## src/hdl/tra_pkg.sv

```systemverilog
`default_nettype none

package tra_pkg;

  typedef logic [31:0] fp32_t;

  // Pipeline depth of each arithmetic unit, in cycles.
  localparam int unsigned CLAMP_LAT = 1;
  localparam int unsigned MUL_LAT   = 3;
  localparam int unsigned ADD_LAT   = 4;
  localparam int unsigned DIV_LAT   = 16;
  localparam int unsigned PAIR_LAT  = MUL_LAT + ADD_LAT;

  // Horner steps (multiply by s, then add a coefficient) in each polynomial.
  localparam int unsigned NUM_PAIRS = 6;
  localparam int unsigned DEN_PAIRS = 3;

  localparam int unsigned S_DLY     = (NUM_PAIRS - 1) * PAIR_LAT;
  localparam int unsigned V_DLY     = MUL_LAT + NUM_PAIRS * PAIR_LAT;
  localparam int unsigned Q_DLY     = (NUM_PAIRS - DEN_PAIRS) * PAIR_LAT + MUL_LAT;
  localparam int unsigned TOTAL_LAT = CLAMP_LAT + MUL_LAT + NUM_PAIRS * PAIR_LAT
                                      + MUL_LAT + DIV_LAT;

  localparam fp32_t CLAMP_MAG  = 32'h4110_0000;   // 9.0
  localparam fp32_t QUIET_BIT  = 32'h0040_0000;
  localparam fp32_t EXP_ONES   = 32'h7F80_0000;

  // Numerator coefficients, highest power first.
  localparam fp32_t NUM_COEF [NUM_PAIRS+1] = '{
    32'hA59F_25C0,   // -2.76076847742355e-16
    32'h2A61_337E,   //  2.00018790482477e-13
    32'hAEBD_37FF,   // -8.60467152213735e-11
    32'h335C_0041,   //  5.12229709037114e-08
    32'h3779_434A,   //  1.48572235717979e-05
    32'h3A27_0DED,   //  6.37261928875436e-04
    32'h3BA0_59DC    //  4.89352455891786e-03
  };

  // Denominator coefficients, highest power first.
  localparam fp32_t DEN_COEF [DEN_PAIRS+1] = '{
    32'h35A0_D3D8,   // 1.19825839466702e-06
    32'h38F8_95D6,   // 1.18534705686654e-04
    32'h3B14_AA05,   // 2.26843463243900e-03
    32'h3BA0_59DD    // 4.89352518554385e-03
  };

  // Leading zero count of a 48-bit word; 48 for an all-zero word.
  function automatic logic [5:0] lzc48(input logic [47:0] v);
    logic [5:0] n;
    n = 6'd48;
    for (int i = 0; i < 48; i++) begin
      if (v[i]) n = 6'(47 - i);
    end
    return n;
  endfunction

endpackage

`default_nettype wire

```

## src/hdl/tra_fmul.sv

```systemverilog
`default_nettype none

module tra_fmul (
  input  wire logic          clk_i,
  input  wire logic          en_i,
  input  wire tra_pkg::fp32_t a_i,
  input  wire tra_pkg::fp32_t b_i,
  output tra_pkg::fp32_t      y_o
);

  logic [7:0]        ea, eb;
  logic [23:0]       ma, mb;

  logic [47:0]       prod_a_q, prod_b_q;
  logic signed [9:0] e_a_q, e_b_q;
  logic              sg_a_q, sg_b_q;
  logic [5:0]        lz_q;
  tra_pkg::fp32_t    y_q;

  assign ea = (a_i[30:23] == 8'd0) ? 8'd1 : a_i[30:23];
  assign eb = (b_i[30:23] == 8'd0) ? 8'd1 : b_i[30:23];
  assign ma = {|a_i[30:23], a_i[22:0]};
  assign mb = {|b_i[30:23], b_i[22:0]};

  always_ff @(posedge clk_i) begin
    if (en_i) begin
      prod_a_q <= ma * mb;
      e_a_q    <= $signed({2'b00, ea}) + $signed({2'b00, eb}) - 10'sd127;
      sg_a_q   <= a_i[31] ^ b_i[31];
      prod_b_q <= prod_a_q;
      e_b_q    <= e_a_q;
      sg_b_q   <= sg_a_q;
      lz_q     <= tra_pkg::lzc48(prod_a_q);
    end
  end

  logic signed [9:0] ex, er, rs;
  logic [47:0]       sh;
  logic              lost, inc;
  logic [7:0]        field;
  logic [30:0]       res;
  tra_pkg::fp32_t    y_d;

  // Normalize and round; results below the normal range are shifted right
  // into the subnormal encoding before rounding.
  always_comb begin
    ex   = e_b_q + 10'sd1 - $signed({4'b0000, lz_q});
    er   = ex;
    rs   = -e_b_q;
    sh   = prod_b_q;
    lost = 1'b0;
    if (ex >= 10'sd1) begin
      sh = prod_b_q << lz_q;
    end else begin
      er = 10'sd1;
      if (e_b_q >= 10'sd0) begin
        sh = prod_b_q << e_b_q[5:0];
      end else if (rs >= 10'sd48) begin
        sh   = '0;
        lost = |prod_b_q;
      end else begin
        sh   = prod_b_q >> rs[5:0];
        lost = |(prod_b_q & ~({48{1'b1}} << rs[5:0]));
      end
    end
    field = sh[47] ? er[7:0] : 8'd0;
    inc   = sh[23] & ((|sh[22:0]) | lost | sh[24]);
    res   = {field, sh[46:24]} + {30'd0, inc};
    if (prod_b_q == 48'd0) begin
      y_d = {sg_b_q, 31'd0};
    end else if (er >= 10'sd255) begin
      y_d = {sg_b_q, tra_pkg::EXP_ONES[30:0]};
    end else begin
      y_d = {sg_b_q, res};
    end
  end

  always_ff @(posedge clk_i) begin
    if (en_i) y_q <= y_d;
  end

  assign y_o = y_q;

endmodule

`default_nettype wire

```

## config.mk

```make
export PLATFORM = sky130hd
export DESIGN_NAME = tra_fmul
export DESIGN_NICKNAME = d
export VERILOG_FILES = /design/src/hdl/tra_pkg.sv /design/src/hdl/tra_fmul.sv
export SDC_FILE = /design/constraint.sdc
export NUM_CORES = 2
export LEC_CHECK = 0
export ABC_AREA = 1
export BUFFER_PORTS_ARGS = -buffer_cell sky130_fd_sc_hd__buf_2
export CORE_MARGIN = 5
export CORE_UTILIZATION = 65
export DETAILED_ROUTE_END_ITERATION = 10
export PLACE_DENSITY = 0.93
export SLEW_MARGIN = 10
export SYNTH_ARGS = -nofsm -noshare
export SYNTH_HDL_FRONTEND = slang
export SYNTH_SLANG_ARGS = --single-unit
```

## constraint.sdc

```tcl
create_clock -name clk_i -period 12.6 [get_ports clk_i]
set_input_delay 1.26 -clock clk_i [delete_from_list [all_inputs] [get_ports clk_i]]
set_output_delay 1.26 -clock clk_i [all_outputs]
set_load 0.02 [all_outputs]
```

---- After elaboration in Yosys (flattened, before gate mapping) ----
Cells that the tools add are included.
storage, ports and cells
  logic and storage cells ................. 108
  input bits .............................. 66
  bits in registers ....................... 156
cells by class
  order comparisons ....................... 4
  mux-type cells .......................... 58
  bitwise gates (word level) .............. 6
  add/subtract/negate cells ............... 6
  $mul .................................... 1
  reductions and logical operators ........ 14
  shifts and indexed selects .............. 4
operator list
  kind                                                                 number
  2-to-1 mux 48 bit                                                    3
  OR reduction 48 bit                                                  2
  left shift 48 x 6 -> 48 bit                                          2
  2-to-1 mux 6 bit                                                     15
  2-to-1 mux 5 bit                                                     17
  bitwise AND 48 bit                                                   1
  logical NOT 48 bit                                                   1
  multiplier 24 x 24 -> 48 bit                                         1
  NOT 48 bit                                                           1
  left shift 48 x 6 -> 48 bit (first input constant)                   1
  >> shifter 48 x 6 -> 48 bit                                          1
  2-to-1 mux 4 bit                                                     8
  OR reduction 32 bit                                                  1
  adder 31 x 1 -> 31 bit                                               1
  2-to-1 mux 31 bit                                                    1
  2-to-1 mux 8 bit                                                     3
  OR reduction 8 bit                                                   3
  OR reduction 23 bit                                                  1
  logical NOT 8 bit                                                    2
  OR reduction 16 bit                                                  1
  2-to-1 mux 3 bit                                                     4
  adder 10 x 2 -> 10 bit (second input constant)                       1
  greater-or-equal comparator 10 x 1 -> 1 bit (second input constant)  1
  greater-or-equal comparator 10 x 2 -> 1 bit (second input constant)  1
  14 further kinds                                                     20

---- Logic depth before layout (Yosys ltp) ----
  depth after elaboration ................. 47
  mapped depth ............................ 47
  depth with buffers taken out ............ 47

---- Least setup slack after synthesis ----
OpenSTA, ideal clock, no wires.
  kind .................................... input to register
  start point ............................. input port a_i[24]
  end point ............................... register prod_a_q[46], data pin
  arrival time ............................ 7.638 ns
  setup time .............................. 0.269 ns
  setup slack ............................. 4.693 ns
  stages .................................. 29
  cell sequence ........................... or4_1 nor2_1 clkbuf_1 nor2_1 fa_1 fa_1 fa_1 inv_1 fa_1 fa_1 fa_1 inv_1 fa_1 ha_1 nand3_1 nand2_1 nand3_1 nand2_1 nand3_1 nand2_1 nand3_1 nand2_1 nand2_1 nand2_1 nand2_1 nand2_1 a21oi_1 o31ai_1 xor2_1
on the way
  cells in the longest elaborated chain, start to end .. 2
RTL lines
  element                       RTL line        RTL
  start: declaration            tra_fmul.sv:6   input wire tra_pkg::fp32_t a_i,
  OR reduction 8 bit            tra_fmul.sv:22  assign ma = {|a_i[30:23], a_i[22:0]};
  multiplier 24 x 24 -> 48 bit  tra_fmul.sv:27  prod_a_q <= ma * mb;
  end signal: assignment        tra_fmul.sv:27
  end: declaration              tra_fmul.sv:14  logic [47:0] prod_a_q, prod_b_q;
Every way passes these cells.
A chain may end at the register's enable or synchronous reset.

---- Final worst setup path ----
  start point ............................. input port b_i[6]
  end point ............................... register prod_a_q[46], data pin
on the way
  cells in the longest elaborated chain, start to end .. 1
RTL lines
  element                       RTL line        RTL
  start: declaration            tra_fmul.sv:7   input wire tra_pkg::fp32_t b_i,
  multiplier 24 x 24 -> 48 bit  tra_fmul.sv:27
Every way passes these cells.

==> run_results.csv <==
group,metric,value,unit
run_status,status,"completed",
cts,clock_latency,0.49,ns
cts,cts_buffers,17,
worst_hold_path,hp-class,"reg2reg",
detailed_routing,drc,0,
placement,portBuffers,97,
sta,finalSetupTns,0,ns
logic_synthesis,synth-async-reset-ratio,0,%
detailed_routing,via_count,32013,
logic_synthesis,yosysWarnings,0,
sta,report.final.slew_viol_count,0,
grt,grt_first_pass_wirelength,173.9,mm
setup_path,crit_fanout,24,
cts,cts_tree,"yes",
logic_synthesis,yosysTopAreaCell,"fa_1",
detailed_routing,viasPerCell,6.106,
logic_synthesis,ys_ff_latch,156,
cts,hold_buffers,0,
cts,max-clock-path-buffers,2,
logic_synthesis,synth.most_common_cell,"nand2_1",
detailed_routing,wl,110.8,mm
sta,fmax,121.5,MHz
detailed_routing,drt_iter0_drc,3967,
sta,rsz0062_at_grt,"no",
cts,cts.clk_slew.worst_paths,0.08,ns
cells_and_area,drive_above_1_share,5.335,%
grt,antenna_found_initial,0,
cts,cts.repair.resized,0,
detailed_routing,drtPass1Iterations,6,
logic_synthesis,synth_cell_types,72,
logic_synthesis,synth_cells,4635,
floorplanning,die_w,239.0,um
logic_synthesis,avgSynthCellArea,7.356,um2
grt,grt_pass1_vias,32740,
floorplanning,die_area,57130,um2
logic_synthesis,netlist_top_cells_area,"fa_1, edfxtp_1, nand2_1",
setup_path,required,12.81,ns
setup_path,crit_slowest_cell,"fa_1",
sta,fin_crit,8.230,ns
grt,grt-ovfl-total,0,
floorplanning,num_rows,84,
setup_path,cp-end-kind,"register",
logic_synthesis,yosys.area.top_type_share,28.42,%
sta,setup_viol,0,
logic_synthesis,synth_seq_area_share,13.74,%
floorplanning,io_pins,98,
floorplanning,core_area,52240,um2
detailed_routing,ant_nets,0,
detailed_routing,detail_route.wl_per_cell,21.13,um
placement,gp_congestion,1.057,
cts,cts_htree_levels,4,
grt,grt_usage,38.77,%
floorplanning,start_util,65.27,%
setup_path,cpPeakStageDelay,0.57,ns
logic_synthesis,post_synth_instance_area,34090,um2
setup_path,cpMostUsedCell,"nand2_1",
sta,clock_skew,0.02596,ns
sta,worst_slew_pin_slew,1.353,ns
cells_and_area,area_delta_synth_final,3.431,%
sta,finalCritPeriodShare,65.32,%
logic_synthesis,ys.flop_type,"edfxtp_1",
run,max_cap_violations,0,
cts,cts_root_buf,"clkbuf_16",
setup_path,cp-start-kind,"primary input",
sta,max_slew_margin,8.592,%
cts,clock_sinks,156,
logic_synthesis,synth_edf_count,156,
grt,grt_max_degree,83,
setup_path,cp.arrival,8.44,ns
floorplanning,dieHeight,239.0,um
placement,hpwl,87.54,mm
cts,post_cts_buffers,0,
cells_and_area,num_antenna_cells,0,
cells_and_area,layout.nets,5303,
setup_path,crit_type,"in2reg",
sta,final_hold_viol_count,0,
logic_synthesis,synth_fp_nets,5396,
logic_synthesis,synth_commonest_cells,"nand2_1, inv_1, fa_1",
[placed cells by master (no fill, tap or decap), types with 27 or more instances in the layout]
cell type | Yosys | final
inv_2 | 28 | 28
nand2_1 | 1182 | 1182
buf_2 | 32 | 96
o21ai_1 | 46 | 46
ha_1 | 211 | 211
o21ai_0 | 370 | 370
inv_1 | 948 | 948
buf_4 | 15 | 29
o221ai_1 | 27 | 27
nand3_1 | 87 | 87
edfxtp_1 | 156 | 156
mux2i_1 | 83 | 83
a21oi_1 | 150 | 150
xor2_1 | 41 | 41
fa_1 | 484 | 484
nor2_1 | 307 | 306
[final timing paths]
check | start | endpoint | slack (ns) | cells past startpoint
worst max-delay path | b_i[6] | prod_a_q[46]$_DFFE_PP_ | 4.37 | 34
worst min-delay path | e_a_q[7]$_DFFE_PP_ | e_b_q[7]$_DFFE_PP_ | 0.42 | 0
worst max register to register | lz_q[4]$_SDFFCE_PP0P_ | y_o[24]$_SDFFCE_PP0P_ | 6.05 | 28
worst min register to register | e_a_q[7]$_DFFE_PP_ | e_b_q[7]$_DFFE_PP_ | 0.42 | 0
[kinds of logic (layout without fill, tap and decap cells)]
logic type / after synthesis / in the layout / share of synthesized area, %
multiplexers: 83 / 83 / 2.437
buffers and inverters: 1218 / 1138 / 13.79
AND/OR/NAND/NOR: 1693 / 1693 / 20.14
AO/OA/AOI/OAI: 729 / 729 / 12.14
adder cells (fa/ha/maj): 695 / 695 / 36.16
flip-flops: 156 / 156 / 13.74
XOR/XNOR: 61 / 61 / 1.589
[worst max-delay path: cells and delay by family]
family / cells / cell delay (ns)
AO/OA/AOI/OAI: 5 / 0.89
XOR/XNOR: 1 / 0.11
adder cells (fa/ha/maj): 8 / 3.90
buffers and inverters: 6 / 0.77
AND/OR/NAND/NOR: 14 / 1.48
[routing by layer]
| metal | track usage (%) | wire [um] | vias to the layer above |
|---|---|---|---|
| li1 | - | - | 14189 |
| met1 | 46.37 | 37800 | 14731 |
| met2 | 61.85 | 49670 | 2380 |
| met3 | 8.976 | 12830 | 713 |
| met4 | 27.84 | 10470 | 0 |
| met5 | 0 | 0 | - |
[sequential cells by signal (all words and copies together), names as in the netlist]
register	count
e_a_q	10
e_b_q	10
lz_q	6
prod_a_q	48
prod_b_q	48
sg_a_q	1
sg_b_q	1
y_o	32
[per-stage QoR]
step | util [%] | cell area (um2) | worst slack (ns) | cells | hold WS (ns)
3_3_place_gp | 66.33 | 34650 | 4.258 | 5211 | 0.4015
3_5_place_dp | 66.33 | 34650 | 3.949 | 5211 | 0.4071
5_1_grt | 67.51 | 35260 | 3.949 | 5243 | 0.4312
6_report | 67.51 | 35260 | 4.370 | 5243 | 0.4228
2_1_floorplan | - | 34090 | 4.693 | 4635 | 0.4003
4_1_cts | 67.51 | 35260 | 4.462 | 5243 | 0.4251
[area by class of cell]
class,count,area (um2)
inverters,980,3684
multi-input cells,3261,24710
fillers,4071,16970
clock inverters,15,191.4
clock buffers,17,425.4
repair buffers,126,709.4
flip-flops and latches,156,4684
well taps,688,860.8
Power is not shown: default switching activity piles up to over one toggle a cycle in this logic, so the estimate is an artifact.
