===== src/hdl/tra_pkg.sv =====
`default_nettype none

package tra_pkg;

  typedef logic [31:0] fp32_t;

  // Pipeline depth of each arithmetic unit, in cycles.
  localparam int unsigned CLAMP_LAT = 1;
  localparam int unsigned MUL_LAT   = 3;
  localparam int unsigned ADD_LAT   = 4;
  localparam int unsigned DIV_LAT   = 16;
  localparam int unsigned PAIR_LAT  = MUL_LAT + ADD_LAT;

  // Horner steps (multiply by s, then add a coefficient) in each polynomial.
  localparam int unsigned NUM_PAIRS = 6;
  localparam int unsigned DEN_PAIRS = 3;

  localparam int unsigned S_DLY     = (NUM_PAIRS - 1) * PAIR_LAT;
  localparam int unsigned V_DLY     = MUL_LAT + NUM_PAIRS * PAIR_LAT;
  localparam int unsigned Q_DLY     = (NUM_PAIRS - DEN_PAIRS) * PAIR_LAT + MUL_LAT;
  localparam int unsigned TOTAL_LAT = CLAMP_LAT + MUL_LAT + NUM_PAIRS * PAIR_LAT
                                      + MUL_LAT + DIV_LAT;

  localparam fp32_t CLAMP_MAG  = 32'h4110_0000;   // 9.0
  localparam fp32_t QUIET_BIT  = 32'h0040_0000;
  localparam fp32_t EXP_ONES   = 32'h7F80_0000;

  // Numerator coefficients, highest power first.
  localparam fp32_t NUM_COEF [NUM_PAIRS+1] = '{
    32'hA59F_25C0,   // -2.76076847742355e-16
    32'h2A61_337E,   //  2.00018790482477e-13
    32'hAEBD_37FF,   // -8.60467152213735e-11
    32'h335C_0041,   //  5.12229709037114e-08
    32'h3779_434A,   //  1.48572235717979e-05
    32'h3A27_0DED,   //  6.37261928875436e-04
    32'h3BA0_59DC    //  4.89352455891786e-03
  };

  // Denominator coefficients, highest power first.
  localparam fp32_t DEN_COEF [DEN_PAIRS+1] = '{
    32'h35A0_D3D8,   // 1.19825839466702e-06
    32'h38F8_95D6,   // 1.18534705686654e-04
    32'h3B14_AA05,   // 2.26843463243900e-03
    32'h3BA0_59DD    // 4.89352518554385e-03
  };

  // Leading zero count of a 48-bit word; 48 for an all-zero word.
  function automatic logic [5:0] lzc48(input logic [47:0] v);
    logic [5:0] n;
    n = 6'd48;
    for (int i = 0; i < 48; i++) begin
      if (v[i]) n = 6'(47 - i);
    end
    return n;
  endfunction

endpackage

`default_nettype wire


===== src/hdl/tra_fadd.sv =====
`default_nettype none

module tra_fadd (
  input  wire logic          clk_i,
  input  wire logic          en_i,
  input  wire tra_pkg::fp32_t a_i,
  input  wire tra_pkg::fp32_t b_i,
  output tra_pkg::fp32_t      y_o
);

  logic           a_big;
  tra_pkg::fp32_t big, sml;
  logic [7:0]     e_big, e_sml;

  assign a_big = a_i[30:0] >= b_i[30:0];
  assign big   = a_big ? a_i : b_i;
  assign sml   = a_big ? b_i : a_i;
  assign e_big = (big[30:23] == 8'd0) ? 8'd1 : big[30:23];
  assign e_sml = (sml[30:23] == 8'd0) ? 8'd1 : sml[30:23];

  logic [7:0]  e_a_q, d_a_q, e_b_q, e_c_q;
  logic [23:0] mb_a_q, ms_a_q;
  logic        sgb_a_q, sgs_a_q;
  logic [27:0] sum_b_q, sum_c_q;
  logic        sg_b_q, sg_c_q;
  logic [5:0]  lz_q;

  logic [26:0] bfull, bs;
  logic [27:0] sum;

  always_comb begin
    bfull = {ms_a_q, 3'b000};
    if (d_a_q >= 8'd27) begin
      bs = {26'd0, |ms_a_q};
    end else begin
      bs = (bfull >> d_a_q[4:0]) |
           {26'd0, |(bfull & ~({27{1'b1}} << d_a_q[4:0]))};
    end
    if (sgb_a_q ^ sgs_a_q) sum = {1'b0, mb_a_q, 3'b000} - {1'b0, bs};
    else                   sum = {1'b0, mb_a_q, 3'b000} + {1'b0, bs};
  end

  always_ff @(posedge clk_i) begin
    if (en_i) begin
      e_a_q   <= e_big;
      d_a_q   <= e_big - e_sml;
      mb_a_q  <= {|big[30:23], big[22:0]};
      ms_a_q  <= {|sml[30:23], sml[22:0]};
      sgb_a_q <= big[31];
      sgs_a_q <= sml[31];
      // An exact zero sum is negative only when both operands are.
      sum_b_q <= sum;
      e_b_q   <= e_a_q;
      sg_b_q  <= (sum == 28'd0) ? (sgb_a_q & sgs_a_q) : sgb_a_q;
      sum_c_q <= sum_b_q;
      e_c_q   <= e_b_q;
      sg_c_q  <= sg_b_q;
      lz_q    <= tra_pkg::lzc48({sum_b_q, 20'hFFFFF});
    end
  end

  logic signed [9:0] ex, er;
  logic [4:0]        shamt;
  logic [27:0]       sh;
  logic              inc;
  logic [7:0]        field;
  logic [30:0]       res;
  tra_pkg::fp32_t    y_d, y_q;

  always_comb begin
    ex = $signed({2'b00, e_c_q}) + 10'sd1 - $signed({4'b0000, lz_q});
    if (ex >= 10'sd1) begin
      er    = ex;
      shamt = lz_q[4:0];
    end else begin
      er    = 10'sd1;
      shamt = e_c_q[4:0];
    end
    sh    = sum_c_q << shamt;
    field = sh[27] ? er[7:0] : 8'd0;
    inc   = sh[3] & (sh[2] | sh[1] | sh[0] | sh[4]);
    res   = {field, sh[26:4]} + {30'd0, inc};
    if (sum_c_q == 28'd0) begin
      y_d = {sg_c_q, 31'd0};
    end else if (er >= 10'sd255) begin
      y_d = {sg_c_q, tra_pkg::EXP_ONES[30:0]};
    end else begin
      y_d = {sg_c_q, res};
    end
  end

  always_ff @(posedge clk_i) begin
    if (en_i) y_q <= y_d;
  end

  assign y_o = y_q;

endmodule

`default_nettype wire


===== config.mk =====
export PLATFORM = sky130hd
export DESIGN_NAME = tra_fadd
export DESIGN_NICKNAME = d
export VERILOG_FILES = /design/src/hdl/tra_pkg.sv /design/src/hdl/tra_fadd.sv
export SDC_FILE = /design/constraint.sdc
export NUM_CORES = 1
export LEC_CHECK = 0
export ABC_AREA = 1
export BUFFER_PORTS_ARGS = -buffer_cell sky130_fd_sc_hd__buf_2
export CORE_MARGIN = 1
export CORE_UTILIZATION = 45
export CTS_CLUSTER_DIAMETER = 60
export DETAILED_ROUTE_END_ITERATION = 12
export GPL_ROUTABILITY_DRIVEN = 0
export PLACE_DENSITY_LB_ADDON = 0.05
export SYNTH_ARGS = -nofsm -noshare
export SYNTH_HDL_FRONTEND = slang
export SYNTH_SLANG_ARGS = --single-unit

===== constraint.sdc =====
create_clock -name clk_i -period 9.02 [get_ports clk_i]
set_input_delay 1.353 -clock clk_i [delete_from_list [all_inputs] [get_ports clk_i]]
set_output_delay 1.353 -clock clk_i [all_outputs]
set_load 0.1 [all_outputs]

Word level (Yosys, flattened, before mapping). Index checks and enable logic that the tools add are counted.

Shift-type cells: 3. Add/sub/neg operators: 6. Multiplexer cells: 38. Bitwise gates (word level): 9. Order comparisons: 4. Reductions and logical operators: 14.

Operator list (number): $mux 32 (2); $mux 5 (12); $logic_not 28->1 (2); $reduce_or 27->1 (2); $mux 4 (8); $add 31x1->31 (1); $ge 31x31->1 (1); $mux 31 (1); $add 27x27->28 (1); $mux 28 (1); $shl 28x5->28 (1); $sub 27x27->28 (1); $and 27x27->27 (1); $mux 27 (1); $not 27->27 (1); $or 27x1->27 (1); $shl 27x5->27 const A (1); $shr 27x5->27 (1); $mux 8 (3); $reduce_or 24->1 (1); $reduce_or 8->1 (3); $logic_not 8->1 (2); $reduce_or 16->1 (1); $mux 3 (5); 14 further kinds (20).

Bits in registers: 178. Logic and storage cells: 95. Bits of input ports: 66. Output and inout port bits: 32.

Logic depth before layout (Yosys ltp).
Word-level depth: 27. Gate-level depth with buffers: 36. Depth with buffers taken out: 34.

Worst setup path before layout. Ideal clock, no wire load.

Path type: input -> register. From: input port b_i[30]. To: register d_a_q[6] (data pin). Setup time: 0.265 ns. Arrival: 4.960 ns. Required time: 8.755 ns. Path buffers: 2. Slack: 3.794 ns. Cell stages on the path: 20. Cell sequence: inv_1 > ha_1 > nand4_1 > nor3b_1 > inv_1 > or4_1 > nand3_1 > buf_2 > clkbuf_1 > o21ai_0 > nor4_1 > nand2_1 > nand2_1 > inv_1 > ha_1 > fa_1 > o21ai_0 > a21oi_1 > o21ai_0 > xor2_1.

Longest elaborated chain between the ends: 5. Elaborated cells on any way between the ends: 8. Those cells by class: add/sub (1); order compare (1); mux (4); reduce/logical (2).

RTL lines: start, declared (RTL line tra_fadd.sv:7) `input wire tra_pkg::fp32_t b_i,`; $ge 31x31->1 (RTL line tra_fadd.sv:15) `assign a_big = a_i[30:0] >= b_i[30:0];`; $mux 32 * (RTL line tra_fadd.sv:16) `assign big = a_big ? a_i : b_i;`; $logic_not 8->1 (RTL line tra_fadd.sv:18) `assign e_big = (big[30:23] == 8'd0) ? 8'd1 : big[30:23];`; $mux 8 * (RTL line tra_fadd.sv:18); net e_big[6] (RTL line tra_fadd.sv:13) `logic [7:0] e_big, e_sml;`; $sub 8x8->8 * (RTL line tra_fadd.sv:46) `d_a_q <= e_big - e_sml;`; end signal, assigned (RTL line tra_fadd.sv:46); end, declared (RTL line tra_fadd.sv:21) `logic [7:0] e_a_q, d_a_q, e_b_q, e_c_q;`.

The timed path passes the listed nets; every way through them passes the cells marked *. A chain may end at the register's enable or synchronous reset.

Worst setup path after layout.
From: input port b_i[2]. To: register d_a_q[6] (data pin).

Longest elaborated chain between the ends: 5. Elaborated cells on any way between the ends: 8. Those cells by class: add/sub (1); order compare (1); mux (4); reduce/logical (2).

RTL lines (RTL line): $ge 31x31->1 * (tra_fadd.sv:15); $mux 32 * (tra_fadd.sv:16); $logic_not 8->1 (tra_fadd.sv:18); $mux 8 * (tra_fadd.sv:18); net e_big[1] (tra_fadd.sv:13); $sub 8x8->8 * (tra_fadd.sv:46).

Marked as above.

==> metrics <==
status completed; crit path kind input pin to flip-flop; Slew HR 29.31%; largest family of logic cells by synthesized area simple AND/OR/NAND/NOR gates; routed wl met2 22150 um; vias in the first global route 14130; n_diodes 0; Setup crit end kind flip-flop; area share of and/or/nand/nor cells after synthesis 33.98%; fin nets 2534; Slew Viols, Final 0; drt pass-1 iters 6; top post-synthesis cells by area edfxtp_1 33%, nand2_1 13%, nand3_1 8.3%, ha_1 8.0%, inv_1 7.1%; Inserted Clock Buffers 17; Fin Hold WS 0.4105 ns; CP bufs+invs 6; Via Count 15710; Initial Util 45.76%; Die Area 36940 um^2; 1st-iter DRT viols 1680; DR WL met3 2526 um; worst hold path class flip-flop to flip-flop; Root Driver clkbuf_16; final WL 47270 um; cell accounting for the most synthesized area edfxtp_1; die height 192.2 um; vias per cell 5.543; crit path DAT 6.05 ns; largest net degree at the start of global routing 97; per-cell routed wire length 16.67 um; GRT Total Usage 25.63%; cell row count 69; post-synth top area share 32.65%; setup TNS 0 ns; mapped cell area 16280 um^2; CTS sink cnt 177; startpoint types input pin; Post-Route M1 WL 21300 um; Synth async-reset ratio 0%; Final ANT Viol Nets 0; layout cells sized above 1 9.941%; worst vdd ir 0.0001775 V; Ports 98; Synth Area in Adders 8.363%; Synth Area in XOR/XNOR 1.560%; endpoints failing hold 0; post-cts resize count 0; drt drc 0; most frequent cell on the critical path o21ai_0; CP max-delay cell or4_1; fmax 0.1709 GHz; area added between synthesis and finish 8.033%; TritonCTS clock tree built; Yosys warning total 0; Die X 192.2 um; power density cells 220.9 nW/um^2; fin crit share 64.87%; uppermost routed layer met4; Leakage 7.965 nW; skew final 0.01715 ns; first-pass GRT wire length 74000 um; commonest cells in the netlist 575 x nand2_1, 306 x inv_1, 269 x nand3_1; count leader, synth nand2_1; complex-gate fraction of the synthesized area 13.08%; Slew @ Worst Pin 1.060 ns; DPL Wire Length 37720 um; CP max stage delay 0.61 ns; CTS max path bufs 2; Worst Path Required 9.22 ns; Post-synth EDFFs 177; initial antenna violation count 0; synthesis-stage register bit count 177; Mapped Cells 2320; core area 35570 um^2; max cap viols 0; IO Port Bufs 97; Post-CTS Setup Bufs 0; RSZ-0062 raised after global routing false; Clock H-tree levels 4; clock-pin slew on the worst setup and hold paths 0.07 ns; Final setup viols 0; clk_lat worst skew 0.46 ns; global route overflow 0; Primary FF master, synth edfxtp_1; crit-path cells buf_2 > inv_1 > ha_1 > nand4_1 > or4_1 > or4_1 > nand3_2 > clkinv_1 > buf_4 > or2_0 > o21ai_0 > inv_2 > nor3_1 > nand2_1 > nand2_1 > inv_1 > ha_1 > fa_1 > o21ai_0 > a21oi_1 > o21ai_0 > xor2_1; CP top delay family simple AND/OR/NAND/NOR gates; count of different cell masters after synthesis 65; Syn Nets 2493; sequential element share of the synthesized area 32.65%; Avg Inst Size Synth 7.016 um^2; multiplexer area fraction after synthesis 0.3075%; Final min period 5.851 ns; cts hold-fix bufs 0; Crit Path Max Fanout 55
[worst reg2reg max path: cells and delay by family, from the launching register on]
kind | cells | cell delay (ns)
adder cells (fa/ha/maj) | 4 | 1.01
AND/OR/NAND/NOR | 21 | 3.68
flip-flops | 1 | 0.45
buffers and inverters | 6 | 0.46
[path summary, 6_finish.rpt]
path,start,to,slack (ns),depth (start not counted)
min,e_b_q[5],e_c_q[5],0.41,0
min reg2reg,e_b_q[5],e_c_q[5],0.41,0
max reg2reg,e_c_q[1],y_o[24],3.18,31
max,b_i[2],d_a_q[6],3.17,22
[report_power, final]
part / internal (mW) / switching [mW]
sequential: 1.10 / 0.135
combinational: 0.523 / 1.35
clock: 0.418 / 0.357
total: 2.04 / 1.84
[final cells by class]
cell class	instances	area [um^2]
Timing Repair Buffer	104	544.3
Clock inverter	14	178.9
Multi-Input combinational cell	1739	9331
Sequential cell	177	5315
Inverter	322	1209
Tap cell	461	576.8
Clock buffer	18	429.2
Fill cell	3696	17980
[stage by stage]
| step | power [mW] | utilization (%) | instances | area (um^2) | setup slack (ns) |
|---|---|---|---|---|---|
| 2_1_floorplan | 2.612 | - | 2320 | 16280 | 3.794 |
| 3_3_place_gp | 3.086 | 47.73 | 2803 | 16980 | 2.888 |
| 3_5_place_dp | 3.095 | 47.73 | 2803 | 16980 | 2.679 |
| 4_1_cts | 3.872 | 49.44 | 2835 | 17580 | 3.165 |
| 5_1_grt | 4.145 | 49.44 | 2835 | 17580 | 2.667 |
| 6_report | 3.885 | 49.44 | 2835 | 17580 | 3.169 |
[routing by layer]
metal	GRT usage, %	vias to the layer above
met5	0	-
li1	-	7859
met1	34.32	7195
met2	42.17	573
met3	3.746	87
met4	8.449	0
[kinds of logic (layout without fill, tap and decap cells)]
| logic type | count (synthesis) | count (layout) |
|---|---|---|
| and+or+nand+nor | 1216 | 1216 |
| adders and majority gates | 107 | 107 |
| DFF | 177 | 177 |
| AOI/OAI and AO/OA | 382 | 382 |
| xor gates and xnor gates | 29 | 29 |
| muxes | 5 | 5 |
| buffers and inverters | 404 | 458 |
[flip-flops by register name, summed over array words and instances (netlist names), 24 cells and up]
signal   flops
mb_a_q      24
y_o         32
ms_a_q      24
sum_c_q     28
sum_b_q     28
[layout by cell type, fill, tap and decap left out, types with 23 or more instances in the layout]
master and n:
nor2_1 187, nand3_1 268, nand4_1 36, edfxtp_1 177
ha_1 104, a21oi_1 114, nand2_2 23, nor3_1 35
nand2_1 575, inv_1 306, xor2_1 26, buf_2 96
o21ai_0 186
Power figures use the tool's default switching activity.
